[src/rtl/vss_pkg.sv]
// ----------------------------------------------------------------------------
// vss_pkg
// Shared types and constants for the vehicle startup sequencer.
// ----------------------------------------------------------------------------
package vss_pkg;

  localparam int TIMER_BITS_DEFAULT = 16;
  localparam int CFG_TICK_W         = 16;
  localparam int APB_DATA_W         = 32;
  localparam int APB_ADDR_W         = 5;
  localparam int REG_IDX_W          = 3;

  localparam logic [CFG_TICK_W-1:0] FIRST_ACK_DEFAULT = 16'd1500;
  localparam logic [CFG_TICK_W-1:0] RTD_ACK_DEFAULT   = 16'd8000;
  localparam logic [CFG_TICK_W-1:0] MC_START_DELAY    = 16'd1000;
  localparam logic [CFG_TICK_W-1:0] TSA_ACK_DEFAULT   = RTD_ACK_DEFAULT + MC_START_DELAY;

  typedef enum logic [REG_IDX_W-1:0] {
    REG_FIRST_ACK  = 3'd0,
    REG_TSA_ACK    = 3'd1,
    REG_RTD_ACK    = 3'd2,
    REG_SKIP_SAFE  = 3'd3,
    REG_SKIP_BRAKE = 3'd4,
    REG_SKIP_HB    = 3'd5,
    REG_SPARE6     = 3'd6,
    REG_SPARE7     = 3'd7
  } reg_idx_t;

  typedef enum logic [2:0] {
    PH_IDLE = 3'd0,
    PH_ACK1 = 3'd1,
    PH_ACK2 = 3'd2,
    PH_TSA  = 3'd3,
    PH_RTDW = 3'd4,
    PH_RTD  = 3'd5
  } phase_t;

  typedef enum logic [1:0] {
    MSG_TSA   = 2'd0,
    MSG_RTD   = 2'd1,
    MSG_IDLE  = 2'd2,
    MSG_OTHER = 2'd3
  } msg_t;

  localparam logic [1:0] MODE_IDLE = 2'd0;
  localparam logic [1:0] MODE_TSA  = 2'd1;
  localparam logic [1:0] MODE_RTD  = 2'd2;

  localparam logic [2:0] DASH_IDLE_IDLE = 3'd0;
  localparam logic [2:0] DASH_TSA_IDLE  = 3'd1;
  localparam logic [2:0] DASH_TSA_TSA   = 3'd2;
  localparam logic [2:0] DASH_RTD_TSA   = 3'd3;
  localparam logic [2:0] DASH_RTD_RTD   = 3'd4;

  typedef struct packed {
    logic       tsa_button;
    logic       rtd_button;
    logic       loop_closed;
    logic       brake_on;
    logic       acu_alive;
    logic       mc_alive;
    logic       ack_valid;
    logic [1:0] ack_code;
  } tick_t;

  typedef struct packed {
    logic [1:0] car_mode;
    logic [2:0] dash_code;
    logic       mc_enable;
    logic       inverter_enable;
    logic       ack_fail;
    logic       broadcast_start;
    logic       torque_mode_cmd;
  } result_t;

  typedef struct packed {
    logic [CFG_TICK_W-1:0] first_ack_ticks;
    logic [CFG_TICK_W-1:0] tsa_ack_ticks;
    logic [CFG_TICK_W-1:0] rtd_ack_ticks;
    logic                  skip_safety_check;
    logic                  skip_brake_check;
    logic                  skip_heartbeat_check;
  } cfg_t;

endpackage

[src/rtl/vss_regs.sv]
// ----------------------------------------------------------------------------
// vss_regs
// APB register file holding the timeout and check-skip settings.
// ----------------------------------------------------------------------------
module vss_regs (
  input  logic                                clk,
  input  logic                                rst,
  input  logic                                psel,
  input  logic                                penable,
  input  logic                                pwrite,
  input  logic [vss_pkg::APB_ADDR_W-1:0]      paddr,
  input  logic [vss_pkg::APB_DATA_W-1:0]      pwdata,
  output logic [vss_pkg::APB_DATA_W-1:0]      prdata,
  output logic                                pready,
  output vss_pkg::cfg_t                       cfg
);

  vss_pkg::reg_idx_t idx;
  logic              wr;

  assign idx    = vss_pkg::reg_idx_t'(paddr[vss_pkg::APB_ADDR_W-1:2]);
  assign wr     = psel && penable && pwrite;
  assign pready = 1'b1;

  always_ff @(posedge clk) begin
    if (rst) begin
      cfg.first_ack_ticks      <= vss_pkg::FIRST_ACK_DEFAULT;
      cfg.tsa_ack_ticks        <= vss_pkg::TSA_ACK_DEFAULT;
      cfg.rtd_ack_ticks        <= vss_pkg::RTD_ACK_DEFAULT;
      cfg.skip_safety_check    <= 1'b0;
      cfg.skip_brake_check     <= 1'b0;
      cfg.skip_heartbeat_check <= 1'b0;
    end else if (wr) begin
      unique case (idx)
        vss_pkg::REG_FIRST_ACK:  cfg.first_ack_ticks <= pwdata[vss_pkg::CFG_TICK_W-1:0];
        vss_pkg::REG_TSA_ACK:    cfg.tsa_ack_ticks   <= pwdata[vss_pkg::CFG_TICK_W-1:0];
        vss_pkg::REG_RTD_ACK:    cfg.rtd_ack_ticks   <= pwdata[vss_pkg::CFG_TICK_W-1:0];
        vss_pkg::REG_SKIP_SAFE:  cfg.skip_safety_check    <= pwdata[0];
        vss_pkg::REG_SKIP_BRAKE: cfg.skip_brake_check     <= pwdata[0];
        vss_pkg::REG_SKIP_HB:    cfg.skip_heartbeat_check <= pwdata[0];
        default: ;
      endcase
    end
  end

  always_comb begin
    prdata = '0;
    unique case (idx)
      vss_pkg::REG_FIRST_ACK:  prdata[vss_pkg::CFG_TICK_W-1:0] = cfg.first_ack_ticks;
      vss_pkg::REG_TSA_ACK:    prdata[vss_pkg::CFG_TICK_W-1:0] = cfg.tsa_ack_ticks;
      vss_pkg::REG_RTD_ACK:    prdata[vss_pkg::CFG_TICK_W-1:0] = cfg.rtd_ack_ticks;
      vss_pkg::REG_SKIP_SAFE:  prdata[0] = cfg.skip_safety_check;
      vss_pkg::REG_SKIP_BRAKE: prdata[0] = cfg.skip_brake_check;
      vss_pkg::REG_SKIP_HB:    prdata[0] = cfg.skip_heartbeat_check;
      default:                 prdata = '0;
    endcase
  end

endmodule

[src/rtl/vss_core.sv]
// ----------------------------------------------------------------------------
// vss_core
// Tick input register, startup state machine with ack timer, result register.
// ----------------------------------------------------------------------------
module vss_core #(
  parameter int TIMER_BITS = vss_pkg::TIMER_BITS_DEFAULT
) (
  input  logic             clk,
  input  logic             rst,
  input  vss_pkg::cfg_t    cfg,
  input  logic             tick_valid,
  output logic             tick_ready,
  input  vss_pkg::tick_t   tick,
  output logic             result_valid,
  input  logic             result_ready,
  output vss_pkg::result_t result
);

  localparam logic [31:0] TIMER_MAX =
    (TIMER_BITS >= 32) ? 32'hFFFF_FFFF : ((32'd1 << TIMER_BITS) - 32'd1);

  // input stage
  logic           in_valid;
  vss_pkg::tick_t in_reg;
  logic           advance;

  // state
  vss_pkg::phase_t        phase, phase_next;
  logic [TIMER_BITS-1:0]  wait_timer, wait_timer_next;
  logic [2:0]             dash_reg, dash_reg_next;
  logic                   drive_enable, drive_enable_next;

  // decoded item
  logic            loop_ok, brake_ok, hb_ok, start_ok, msg, timeout;
  vss_pkg::msg_t   code;
  vss_pkg::result_t res_next;

  function automatic logic [TIMER_BITS-1:0] sat_load(
    input logic [vss_pkg::CFG_TICK_W-1:0] v
  );
    logic [31:0] w;
    w = {{(32 - vss_pkg::CFG_TICK_W){1'b0}}, v};
    if (w > TIMER_MAX) begin
      w = TIMER_MAX;
    end
    return w[TIMER_BITS-1:0];
  endfunction

  assign advance    = in_valid && (!result_valid || result_ready);
  assign tick_ready = !in_valid || advance;

  assign loop_ok  = in_reg.loop_closed || cfg.skip_safety_check;
  assign brake_ok = in_reg.brake_on || cfg.skip_brake_check;
  assign hb_ok    = (in_reg.acu_alive && in_reg.mc_alive) || cfg.skip_heartbeat_check;
  assign start_ok = loop_ok && brake_ok && hb_ok;
  assign msg      = in_reg.ack_valid;
  assign code     = vss_pkg::msg_t'(in_reg.ack_code);
  assign timeout  = (wait_timer == '0) || (wait_timer == TIMER_BITS'(1));

  // next state
  always_comb begin
    phase_next        = phase;
    wait_timer_next   = wait_timer;
    dash_reg_next     = dash_reg;
    drive_enable_next = drive_enable;
    unique case (phase)
      vss_pkg::PH_ACK1, vss_pkg::PH_ACK2: begin
        if (msg) begin
          if (code != vss_pkg::MSG_TSA) begin
            phase_next        = vss_pkg::PH_IDLE;
            wait_timer_next   = '0;
            dash_reg_next     = vss_pkg::DASH_IDLE_IDLE;
            drive_enable_next = 1'b0;
          end else if (phase == vss_pkg::PH_ACK1) begin
            phase_next      = vss_pkg::PH_ACK2;
            dash_reg_next   = vss_pkg::DASH_TSA_IDLE;
            wait_timer_next = sat_load(cfg.tsa_ack_ticks);
          end else begin
            phase_next      = vss_pkg::PH_TSA;
            dash_reg_next   = vss_pkg::DASH_TSA_TSA;
            wait_timer_next = '0;
          end
        end else if (timeout) begin
          phase_next        = vss_pkg::PH_IDLE;
          wait_timer_next   = '0;
          dash_reg_next     = vss_pkg::DASH_IDLE_IDLE;
          drive_enable_next = 1'b0;
        end else begin
          wait_timer_next = wait_timer - TIMER_BITS'(1);
        end
      end
      vss_pkg::PH_TSA: begin
        if (!loop_ok || in_reg.tsa_button || (msg && code == vss_pkg::MSG_IDLE)) begin
          phase_next        = vss_pkg::PH_IDLE;
          wait_timer_next   = '0;
          dash_reg_next     = vss_pkg::DASH_IDLE_IDLE;
          drive_enable_next = 1'b0;
        end else if (in_reg.rtd_button && start_ok) begin
          phase_next      = vss_pkg::PH_RTDW;
          dash_reg_next   = vss_pkg::DASH_RTD_TSA;
          wait_timer_next = sat_load(cfg.rtd_ack_ticks);
        end
      end
      vss_pkg::PH_RTDW: begin
        if (msg) begin
          if (code != vss_pkg::MSG_RTD || in_reg.tsa_button) begin
            phase_next        = vss_pkg::PH_IDLE;
            wait_timer_next   = '0;
            dash_reg_next     = vss_pkg::DASH_IDLE_IDLE;
            drive_enable_next = 1'b0;
          end else begin
            phase_next        = vss_pkg::PH_RTD;
            dash_reg_next     = vss_pkg::DASH_RTD_RTD;
            drive_enable_next = 1'b1;
            wait_timer_next   = '0;
          end
        end else if (timeout || in_reg.tsa_button) begin
          phase_next        = vss_pkg::PH_IDLE;
          wait_timer_next   = '0;
          dash_reg_next     = vss_pkg::DASH_IDLE_IDLE;
          drive_enable_next = 1'b0;
        end else begin
          wait_timer_next = wait_timer - TIMER_BITS'(1);
        end
      end
      vss_pkg::PH_RTD: begin
        if (in_reg.rtd_button || in_reg.tsa_button || (msg && code == vss_pkg::MSG_IDLE) ||
            !hb_ok) begin
          phase_next        = vss_pkg::PH_IDLE;
          wait_timer_next   = '0;
          dash_reg_next     = vss_pkg::DASH_IDLE_IDLE;
          drive_enable_next = 1'b0;
        end
      end
      default: begin
        phase_next        = vss_pkg::PH_IDLE;
        wait_timer_next   = '0;
        dash_reg_next     = vss_pkg::DASH_IDLE_IDLE;
        drive_enable_next = 1'b0;
        if (in_reg.tsa_button && start_ok) begin
          phase_next      = vss_pkg::PH_ACK1;
          wait_timer_next = sat_load(cfg.first_ack_ticks);
        end
      end
    endcase
  end

  // result fields
  always_comb begin
    res_next                 = '0;
    res_next.dash_code       = dash_reg_next;
    res_next.mc_enable       = drive_enable_next;
    res_next.inverter_enable = drive_enable_next;
    unique case (phase_next)
      vss_pkg::PH_IDLE:                  res_next.car_mode = vss_pkg::MODE_IDLE;
      vss_pkg::PH_RTDW, vss_pkg::PH_RTD: res_next.car_mode = vss_pkg::MODE_RTD;
      default:                           res_next.car_mode = vss_pkg::MODE_TSA;
    endcase
    unique case (phase)
      vss_pkg::PH_ACK1, vss_pkg::PH_ACK2: begin
        res_next.ack_fail = msg ? (code != vss_pkg::MSG_TSA) : timeout;
      end
      vss_pkg::PH_RTDW: begin
        res_next.ack_fail        = msg ? (code != vss_pkg::MSG_RTD) : timeout;
        res_next.torque_mode_cmd = msg && (code == vss_pkg::MSG_RTD);
      end
      vss_pkg::PH_TSA, vss_pkg::PH_RTD: ;
      default: begin
        res_next.broadcast_start = in_reg.tsa_button && start_ok;
      end
    endcase
  end

  always_ff @(posedge clk) begin
    if (rst) begin
      in_valid     <= 1'b0;
      result_valid <= 1'b0;
      phase        <= vss_pkg::PH_IDLE;
      wait_timer   <= '0;
      dash_reg     <= vss_pkg::DASH_IDLE_IDLE;
      drive_enable <= 1'b0;
    end else begin
      if (tick_valid && tick_ready) begin
        in_valid <= 1'b1;
      end else if (advance) begin
        in_valid <= 1'b0;
      end
      if (advance) begin
        result_valid <= 1'b1;
        phase        <= phase_next;
        wait_timer   <= wait_timer_next;
        dash_reg     <= dash_reg_next;
        drive_enable <= drive_enable_next;
      end else if (result_ready) begin
        result_valid <= 1'b0;
      end
    end
  end

  always_ff @(posedge clk) begin
    if (tick_valid && tick_ready) begin
      in_reg <= tick;
    end
    if (advance) begin
      result <= res_next;
    end
  end

endmodule

[src/rtl/vehicle_startup_sequencer_top.sv]
// ----------------------------------------------------------------------------
// vehicle_startup_sequencer_top
// Startup sequencer idle -> tractive active -> ready to drive, one tick a beat.
//
//   channel  handshake                  payload
//   tick     tick_valid / tick_ready    tick (vss_pkg::tick_t)
//   result   result_valid / result_ready result (vss_pkg::result_t)
//   config   psel / penable, pready=1   paddr, pwdata, prdata
//
// one result beat per tick beat, registered once the result register is free
// a tick beat can be taken every cycle while the result is not stalled: input
// register, then state update and result register in one pass
// a stalled result holds while one further tick waits in the input register
// rst is synchronous: idle phase, timer zero, registers to defaults
// ----------------------------------------------------------------------------
module vehicle_startup_sequencer_top #(
  parameter int TIMER_BITS = vss_pkg::TIMER_BITS_DEFAULT
) (
  input  logic                           clk,
  input  logic                           rst,
  input  logic                           tick_valid,
  output logic                           tick_ready,
  input  vss_pkg::tick_t                 tick,
  output logic                           result_valid,
  input  logic                           result_ready,
  output vss_pkg::result_t               result,
  input  logic                           psel,
  input  logic                           penable,
  input  logic                           pwrite,
  input  logic [vss_pkg::APB_ADDR_W-1:0] paddr,
  input  logic [vss_pkg::APB_DATA_W-1:0] pwdata,
  output logic [vss_pkg::APB_DATA_W-1:0] prdata,
  output logic                           pready
);

  vss_pkg::cfg_t cfg;

  vss_regs u_regs (
    .clk     (clk),
    .rst     (rst),
    .psel    (psel),
    .penable (penable),
    .pwrite  (pwrite),
    .paddr   (paddr),
    .pwdata  (pwdata),
    .prdata  (prdata),
    .pready  (pready),
    .cfg     (cfg)
  );

  vss_core #(
    .TIMER_BITS (TIMER_BITS)
  ) u_core (
    .clk          (clk),
    .rst          (rst),
    .cfg          (cfg),
    .tick_valid   (tick_valid),
    .tick_ready   (tick_ready),
    .tick         (tick),
    .result_valid (result_valid),
    .result_ready (result_ready),
    .result       (result)
  );

endmodule
[config.mk]
export PLATFORM = sky130hd
export DESIGN_NAME = vehicle_startup_sequencer_top
export DESIGN_NICKNAME = d
export VERILOG_FILES = /design/src/rtl/vss_pkg.sv /design/src/rtl/vss_regs.sv /design/src/rtl/vss_core.sv /design/src/rtl/vehicle_startup_sequencer_top.sv
export SDC_FILE = /design/constraint.sdc
export NUM_CORES = 1
export LEC_CHECK = 0
export BUFFER_PORTS_ARGS = -buffer_cell sky130_fd_sc_hd__buf_4
export CAP_MARGIN = 30
export CORE_MARGIN = 2
export CORE_UTILIZATION = 45
export CTS_CLUSTER_SIZE = 16
export DETAILED_ROUTE_END_ITERATION = 6
export GPL_ROUTABILITY_DRIVEN = 0
export PLACE_DENSITY = 0.75
export REMOVE_ABC_BUFFERS = 1
export SKIP_CTS_REPAIR_TIMING = 1
export SYNTH_ARGS = -nofsm -noshare
export SYNTH_HDL_FRONTEND = slang
export SYNTH_HIERARCHICAL = 1
export SYNTH_SLANG_ARGS = --single-unit
[constraint.sdc]
create_clock -name clk -period 2.5 [get_ports clk]
set_clock_uncertainty 0.15 [all_clocks]
set_input_delay 0.25 -clock clk [delete_from_list [all_inputs] [get_ports clk]]
set_output_delay 0.25 -clock clk [all_outputs]
set_load 0.02 [all_outputs]
==> impl_metrics.toml <==
[run_status]
status = "complete, but fails checks"
violations = "negative hold slack"

[drt]
vias = 4780
drc = 0
drtPass1Iterations = 5
drtIter0Drc = 456
post_drt_wl_per_cell_um = 17.6
vias_per_cell = 6.07
routed_wirelength_um = 13900
ant_nets = 0

[power_and_ir_drop]
power.density_nw_per_um2 = 593
ir_drop_mv = 0.363
finalPower_mw = 3.72
leakagePower_nw = 2.48

[cells_and_area]
top_register = "u_regs/cfg"
final_layout_size_suffix_gt1_frac = 0.220
area_growth_pct = 19.3
final_cells = 788
reg.largest.list = "u_regs/cfg: 51 flops, u_core/wait_timer: 16 flops, u_core/result: 9 flops"
largest_reg_flops = 51
antenna_cells = 0
fin_nets = 695

[global_routing]
grt_use_total = 0.215
grt_pass1_vias = 4408
grt_pass1_wl_um = 22000
grt_max_degree = 65
gr-total-overflow = 0
antenna_found_initial = 0

[run]
maxCapViolations = 0

[place]
dp.cells = 763
dp_slack_ns = 0.0586
portBuffers = 62
hpwl_um = 9280

[min_path]
min_path_type = "primary input to flip-flop"
whs_path_depth = 3

[floorplanning]
num_rows = 39
fp.dieW_um = 112
io_pins = 98
core_um2 = 11400
dieArea_um2 = 12600
die_y_um = 112
start_util = 0.461

[setup_path]
crit_path_end_kind = "flip-flop"
path_delay_family = "simple AND/OR/NAND/NOR gates"
critPathBufInv = 0
critical_path_class = "flip-flop to flip-flop"
critPathArrivalTime_ns = 2.34
crit_chain = "or4_1 > or2_4 > or2_4 > a21o_1 > a211oi_2 > o21ai_1"
slowest_stage = "or4_1"
worst-path-max-fanout = 6
crit_path_start_kind = "flip-flop"
r2r_cells = 6
path_common_cell = "or2_4"
critical_path_cell_count = 6
timing.reg2reg.setup_slack_ns = 0.09
slowest_delay_ns = 0.56
crit_required_ns = 2.43

[synth]
yosysWarnings = 6
seq_area_frac_synth = 0.392
synth_area_leader_cell = "dfxtp_1"
postSynthCellCount = 576
synth.distinct_cells = 81
synth_area_leaders = "dfxtp_1, edfxtp_1, mux2i_1"
syn-cell-area_um2 = 5260
ys_async_sr_fraction = 0
synth_top_area_frac = 0.289
synth_seq_cells = 94
avgSynthCellArea_um2 = 9.14
synthFlopType = "dfxtp_1"
netlist_top_cells_count = "nor2_1, dfxtp_1, mux2i_1"
synth_edf_count = 18
yosysMostFrequentCell = "nor2_1"

[clock_tree]
clock-sinks = 94
htree_num_levels = 3
clk_latency_ns = 0.34
cts.clk_slew.worst_paths_ns = 0.07
cts_tree = "built"
cts_inserted_buffers = 9
cts_buffer_depth = 2
root_buffer = "clkbuf_16"

[sta]
worst_slew_pin_slew_ns = 0.649
slew_viol_final = 0
period_share = 0.966
hold_ws_ns = -0.0272
relSlewSlack = 0.565
hold_viol_final = 1
min_period_ns = 2.41
finalSetupViolCount = 0
rsz0062_at_grt = "no"
fin_ws_ns = 0.0859
fin_setup_tns_ns = 0
clock.fmax_ghz = 0.414
[worst register-to-register path, cell delays in order, from the launching register on]
cell and delay, ns:
dfxtp_1 0.31, or4_1 0.56, or2_4 0.32, or2_4 0.26, a21o_1 0.19, a211oi_2 0.27, o21ai_1 0.09
[logic make-up (layout without fill, tap and decap cells)]
| family | count (synthesis) | in the layout | share of synthesized area |
|---|---|---|---|
| simple gates | 195 | 195 | 0.199 |
| compound gates | 159 | 159 | 0.217 |
| flops | 94 | 94 | 0.392 |
| buf+inv | 67 | 121 | 0.0749 |
| mux | 55 | 55 | 0.108 |
| fa+ha+maj | 2 | 2 | 0.00475 |
| other cells | 2 | 17 | 0.00143 |
| xor+xnor | 2 | 2 | 0.00333 |
[power breakdown]
group | leakage (nW) | internal (mW) | switching [mW] | total, mW
Sequential | 0.787 | 1.58 | 0.0246 | 1.61
Combinational | 1.53 | 0.217 | 0.325 | 0.542
Clock | 0.172 | 0.973 | 0.603 | 1.58
Total | 2.48 | 2.77 | 0.952 | 3.72
[worst paths after layout]
kind / startpoint / endpoint
hold reg to reg: u_regs/cfg[17]$_SDFFE_PP0P_ / u_regs/cfg[17]$_SDFFE_PP0P_
hold / removal: tick_valid / u_core/in_valid$_SDFFE_PP0P_
setup reg to reg: u_core/wait_timer[4]$_SDFFE_PP0P_ / u_core/result[8]$_DFFE_PP_
setup / recovery: u_core/wait_timer[4]$_SDFFE_PP0P_ / u_core/result[8]$_DFFE_PP_
[cells in the final DEF, fill, tap and decap left out, drive strengths merged, types with 4 or more instances in the layout]
cell type / count
nand3: 13
mux2i: 40
buf: 88
a222oi: 13
edfxtp: 18
nand2b: 39
or4: 5
o21ai: 39
a21boi: 4
conb: 17
dlygate4sd3: 9
nor2b: 8
nor4: 5
a21oi: 29
mux2: 15
nor2: 79
inv: 11
nor3: 13
o211ai: 6
o31ai: 4
a21o: 5
dfxtp: 76
nand2: 12
clkbuf: 11
a22oi: 17
a32o: 8
[final cells by class]
cell class	instances	area, um^2
clock buffer	11	264
clock inverter	5	83.8
fill	991	5140
inverter	8	30.0
multi-input combinational	430	2880
sequential	94	2060
tap	143	179
timing repair buffer	97	788
[metal layers]
| layer | part of all wire | vias to the layer above | global-route usage |
|---|---|---|---|
| li1 | - | 2232 | - |
| met1 | 0.42 | 2296 | 0.279 |
| met2 | 0.48 | 217 | 0.361 |
| met3 | 0.066 | 35 | 0.0340 |
| met4 | 0.031 | 0 | 0.0862 |
| met5 | 0 | - | 0 |
[per-stage QoR]
| stage | hold slack [ns] | area, um^2 | util |
|---|---|---|---|
| after detailed placement | 0.280 | 5840 | 0.511 |
| after CTS | -0.0745 | 6190 | 0.542 |
| final | -0.0272 | 6280 | 0.550 |
| after global routing | 0.00985 | 6280 | 0.550 |
| after floorplan | 0.162 | 4960 | - |
| after global placement | 0.279 | 5840 | 0.511 |
No activity file was read; power rests on OpenSTA's default activity.
